### src/hdl/sid_pkg.sv
`timescale 1ns / 1ps
// shared types and constants for the segment intersection block
// no dependencies
package sid_pkg;

	// orientation of a point against a directed segment
	typedef enum logic [1:0] {
		ORI_ZERO = 2'b00,
		ORI_POS  = 2'b01,
		ORI_NEG  = 2'b10
	} ori_t;

	// per-item status carried alongside the arithmetic
	typedef struct packed {
		logic hit;
		logic par;
	} sid_flags_t;

	// depth of the queue between front and back
	localparam int unsigned SID_QDEPTH = 4;
	localparam int unsigned SID_QPTR_W = 2;
	localparam int unsigned SID_QCNT_W = 3;

endpackage

### src/hdl/sid_queue.sv
`timescale 1ns / 1ps
// short item queue between the front and back parts
// depends on sid_pkg
module sid_queue import sid_pkg::*; #(
	parameter int W = 8
) (
	input  logic         clk,
	input  logic         arst_n,
	input  logic         push,
	input  logic [W-1:0] din,
	output logic         full,
	input  logic         pop,
	output logic         empty,
	output logic [W-1:0] dout
);

	logic [W-1:0]            mem_q [0:SID_QDEPTH-1];
	logic [SID_QPTR_W-1:0]   wr_q, rd_q;
	logic [SID_QCNT_W-1:0]   cnt_q;

	assign full  = (cnt_q == SID_QCNT_W'(SID_QDEPTH));
	assign empty = (cnt_q == '0);
	assign dout  = mem_q[rd_q];

	// pointers and fill count
	always_ff @(posedge clk or negedge arst_n) begin
		if (!arst_n) begin
			wr_q  <= '0;
			rd_q  <= '0;
			cnt_q <= '0;
		end else begin
			if (push) begin
				wr_q <= wr_q + 1'b1;
			end
			if (pop) begin
				rd_q <= rd_q + 1'b1;
			end
			if (push && !pop) begin
				cnt_q <= cnt_q + 1'b1;
			end else if (pop && !push) begin
				cnt_q <= cnt_q - 1'b1;
			end
		end
	end

	// storage
	always_ff @(posedge clk) begin
		if (push) begin
			mem_q[wr_q] <= din;
		end
	end

endmodule

### config.mk
export PLATFORM = sky130hd
export DESIGN_NAME = sid_queue
export DESIGN_NICKNAME = d
export VERILOG_FILES = /design/src/hdl/sid_pkg.sv /design/src/hdl/sid_queue.sv
export SDC_FILE = /design/constraint.sdc
export NUM_CORES = 1
export LEC_CHECK = 0
export BUFFER_PORTS_ARGS = -buffer_cell sky130_fd_sc_hd__buf_2
export CAP_MARGIN = 25
export CORE_MARGIN = 4
export CORE_UTILIZATION = 49
export DETAILED_ROUTE_END_ITERATION = 10
export GPL_TIMING_DRIVEN = 0
export PLACE_DENSITY = 0.73
export SLEW_MARGIN = 20
export SYNTH_ARGS = -nofsm -noshare
export SYNTH_HDL_FRONTEND = slang
export SYNTH_SLANG_ARGS = --single-unit
### constraint.sdc
create_clock -name clk -period 1.5 [get_ports clk]
set_clock_uncertainty 0.1 [all_clocks]
set_input_delay 0.225 -clock clk [delete_from_list [all_inputs] [get_ports clk]]
set_output_delay 0.225 -clock clk [all_outputs]
set_load 0.005 [all_outputs]
Word-level counts from Yosys, hierarchy flattened
Memory sizes are Yosys's and may differ from the RTL's.
Cells that the tools add are included.
- bits of input ports: 12
- register bits after elaboration: 7
- memories: 1
- logic and storage cells: 19
- RAM bits: 32
- output and inout port bits: 10
- memories (memory ; words ; width ; read ports ; clocked after Yosys merged registers in ; write ports ; RTL line ; text):
    mem_q ; 4 ; 8 ; 1 ; 0 ; 1 ; sid_queue.sv:17 ; logic [W-1:0] mem_q [0:SID_QDEPTH-1];
- muxes and demuxes: 4
- add/subtract/negate cells: 4
- eq/ne operators: 1
- reduce and logical (&&, ||, !) cells: 6
- operator list (kind ; count):
    2-to-1 mux 3 bit ; 2
    adder 2 x 1 -> 2 bit (second input constant) ; 2
    adder 3 x 1 -> 3 bit (second input constant) ; 1
    equality test 3 bit (second input constant) ; 1
    logical NOT 3 bit ; 1
    subtractor 3 x 1 -> 3 bit (second input constant) ; 1
    logical AND 1 bit ; 2
    logical NOT 1 bit ; 2
    2-to-1 mux 1 bit ; 2
    nonzero test 2 bit ; 1

Logic depth before layout (Yosys ltp)
- word-level depth: 4
- gate-level depth with buffers: 7
- gate-level depth less buffers: 7

Least setup slack after synthesis
OpenSTA, ideal clock, no wires.
- path type: register to register
- from: reg cnt_q[0]
- to: reg cnt_q[2]
- setup time: 0.079 ns
- path buffers: 0
- arrival time: 1.237 ns
- required time: 1.321 ns
- period minus slack after synthesis: 1.416 ns
- slack: 0.084 ns
- cell stages (with the launch flop): 5
- path through: dfrtp_1 > fa_1 > xor2_1 > nor2_1 > xor2_1
- cells in the longest elaborated chain, start to end: 3
- elaborated cells on any way between the ends: 4
- classes of those cells: add/sub: 2; mux: 2
- RTL lines (element ; RTL line ; text):
    start, declared ; sid_queue.sv:19 ; logic [SID_QCNT_W-1:0] cnt_q;
    start signal, assigned ; sid_queue.sv:39 ; cnt_q <= cnt_q + 1'b1;
    start signal, assigned ; sid_queue.sv:41 ; cnt_q <= cnt_q - 1'b1;
    subtractor 3 x 1 -> 3 bit ; sid_queue.sv:41 ;
    2-to-1 mux 3 bit ; sid_queue.sv:40 ; end else if (pop && !push) begin
    2-to-1 mux 3 bit (*) ; sid_queue.sv:38 ; if (push && !pop) begin
Mark *: on every way between the ends. The rest lies on a longest branch, timed or not. The select of a mux whose other input is x is not followed.
A chain may end at the register's enable or synchronous reset.

Final worst setup path
- from: reg rd_q[0]
- to: out dout[6]
- cells in the longest elaborated chain, start to end: 1
- RTL lines (element ; RTL line ; text):
    start, declared ; sid_queue.sv:18 ; logic [SID_QPTR_W-1:0] wr_q, rd_q;
    start signal, assigned ; sid_queue.sv:36 ; rd_q <= rd_q + 1'b1;
    memory (4 x 8 bit) ; - ;
    end, declared ; sid_queue.sv:14 ; output logic [W-1:0] dout
Every way passes these cells.

==> metrics.yaml <==
grt_use_total: 0.139
slew_headroom: 0.710
tightest_slew_ns: 0.435
critPathKind: "flip-flop to output port"
slowest_delay_ns: 0.51
final_area_um2: 1890
firstDrtPassIters: 3
yosysSeqAreaShare: 0.734
reg2reg_slack_ns: 0.08
worstPathMaxFanout: 9
ys_ff_latch: 39
drive_gt1_frac: 0.417
grt_pass1_vias: 821
synth_compound_area_frac: 0.00323
path_delay_family: "multiplexers"
finalWorstSetupSlack_ns: -0.347
grt_remaining_overflow: 0
seqCellArea_um2: 1140
drtAntennaViolNets: 0
finalSetupViolations: 8
drcViolationCount: 0
crit_slowest_cell: "mux4_2"
end_kind: "output port"
netlist_top_cells_area: "edfxtp_1 (62%), mux4_2 (12%), dfrtp_1 (11%)"
rsz0062_at_grt: "yes"
nets: 132
dieArea_um2: 4120
syn_area_um2: 1550
syn_avg_cell_area_um2: 20.4
synth_top_family_by_area: "multiplexers"
htree_levels: 2
cp_cell_sequence: "buf_8 > mux4_2 > buf_2"
die_h_um: 64.2
startpoint_type: "flip-flop"
totalWireLength_um: 2490
max_freq_mhz: 541
cts_buffer_depth: 2
post-place-cells: 141
post_drt_via_cell_ratio: 4.85
synth_nets: 94
dieWidth_um: 64.2
hold_viol: 0
irDropWorstVdd_mv: 0.713
cp.buffers_inverters: 2
grt_pass1_wl_um: 4030
worst_hold_path_type: "primary input to flip-flop"
postSynthCellCount: 76
avgRoutedWirePerCell_um: 15.6
nFillCells: 232
arrival_ns: 1.52
ios: 22
violations: "setup timing"
highest_layer: "met4"
drt-met1-wl_um: 1050
crit_required_ns: 1.17
maxSlewViolCount: 0
cts_root_buf: "clkbuf_4"
synth_edf_count: 32
synth_xor_area_frac: 0.0340
yosys.area_share.simple: 0.0315
p_total_mw: 3.17
routed-via-count: 771
grt_max_degree: 13
setup_tns_ns: -2.64
power_density_nw_per_um2: 1680
drv_cap: 0
synth_top_area_share: 0.621
ys_types: 17
synth-adder-area-share: 0.0534
synth_top_area_cell: "edfxtp_1"
ys.flop_type: "edfxtp_1"
synth_warnings: 0
status: "complete, but fails checks"
dpl_cell_area_um2: 1710
worstSkewPairLatency_ns: 0.33
wl_met2_um: 1290
clk_pin_slew_worst_paths_ns: 0.10
cts_sinks: 39
diodes: 0
multiInputGateArea_um2: 397
holdWs_ns: 0.00873
dr.first_iter.drc_count: 21
cts_made_buffers: 5
fin_crit_ns: 1.85
met3_length_um: 100
fp.coreArea_um2: 3030
detailedPlacementHpwl_um: 1600
place_ws_ns: -0.149
synthArstFlopShare: 0.179
period_share: 1.23
stdcell_count: 159
antenna_found_initial: 0
syn_to_final_growth_pct: 22.0
port_buffers: 21
synth.cells.most_frequent: "edfxtp_1 (32), mux4_2 (8), dfrtp_1 (7)"
rows: 20
start_util: 0.511
synthMuxAreaShare: 0.124
yosysMostFrequentCell: "edfxtp_1"
cts_tree: "yes"
place_congestion: 0.663
leakagePower_nw: 0.716
utilization: 0.624
[layout by cell type (no fill, tap or decap), drive strengths merged]
master / n
edfxtp: 32
buf: 24
dlygate4sd3: 9
mux4: 8
clkbuf: 7
dfrtp: 7
ha: 5
inv: 4
xor2: 4
and2: 4
xnor2: 2
nand2: 2
nor3: 1
nor3b: 1
mux2: 1
o21ai: 1
nor2: 1
fa: 1
clkinv: 1
[layout make-up]
| cell class | count | area share |
|---|---|---|
| Multi-Input combinational cell | 31 | 0.210 |
| Tap cell | 44 | 0.0292 |
| Inverter | 4 | 0.00795 |
| Clock inverter | 1 | 0.00265 |
| Sequential cell | 39 | 0.603 |
| Timing Repair Buffer | 31 | 0.107 |
| Clock buffer | 7 | 0.0292 |
| Buffer | 2 | 0.0106 |
[sequential cells by signal, indices dropped and copies added (netlist names)]
register	count
mem_q	32
cnt_q	3
rd_q	2
wr_q	2
[worst reg2reg max path, cell delays in order (launching register included)]
cell	delay, ns
dfrtp_1	0.44
ha_1	0.16
and2_1	0.39
[routing by layer]
metal / vias to the layer above / global-route usage
li1: 366 / -
met1: 385 / 0.155
met2: 16 / 0.235
met3: 4 / 0.0527
met4: 0 / 0.0633
met5: - / 0
[power breakdown]
| group | switching [mW] | leakage, nW | internal [mW] |
|---|---|---|---|
| clock network | 0.313 | 0.0353 | 0.227 |
| logic | 0.474 | 0.306 | 0.565 |
| registers | 0.138 | 0.374 | 1.46 |
| total | 0.925 | 0.716 | 2.25 |
[kinds of logic after synthesis]
family	after synthesis
flops	39
buf+inv	6
xor+xnor	6
compound gates	1
simple gates	9
fa+ha+maj	6
mux	9
[path summary, 6_finish.rpt]
kind,startpoint,depth (start not counted),to
worst max-delay path,rd_q[0],3,dout[6]
worst min-delay path,pop,2,rd_q[0]
worst max register to register,wr_q[0],2,mem_q[3][3]
worst min register to register,cnt_q[2],1,cnt_q[2]
max in group asynchronous,arst_n,2,cnt_q[1]
min in group asynchronous,arst_n,2,cnt_q[2]
[timing repair]
| action | in CTS | in global routing |
|---|---|---|
| hold buffers | 9 | 0 |
| hold endpoints to repair | 37 | 0 |
| gates resized for setup | 6 | 3 |
| cloned | 0 | 0 |
| pin swaps | 0 | 5 |
| setup endpoints to repair | 32 | 11 |
| setup buffers | 1 | 0 |
Note: power is estimated with default switching activity, not from simulation.
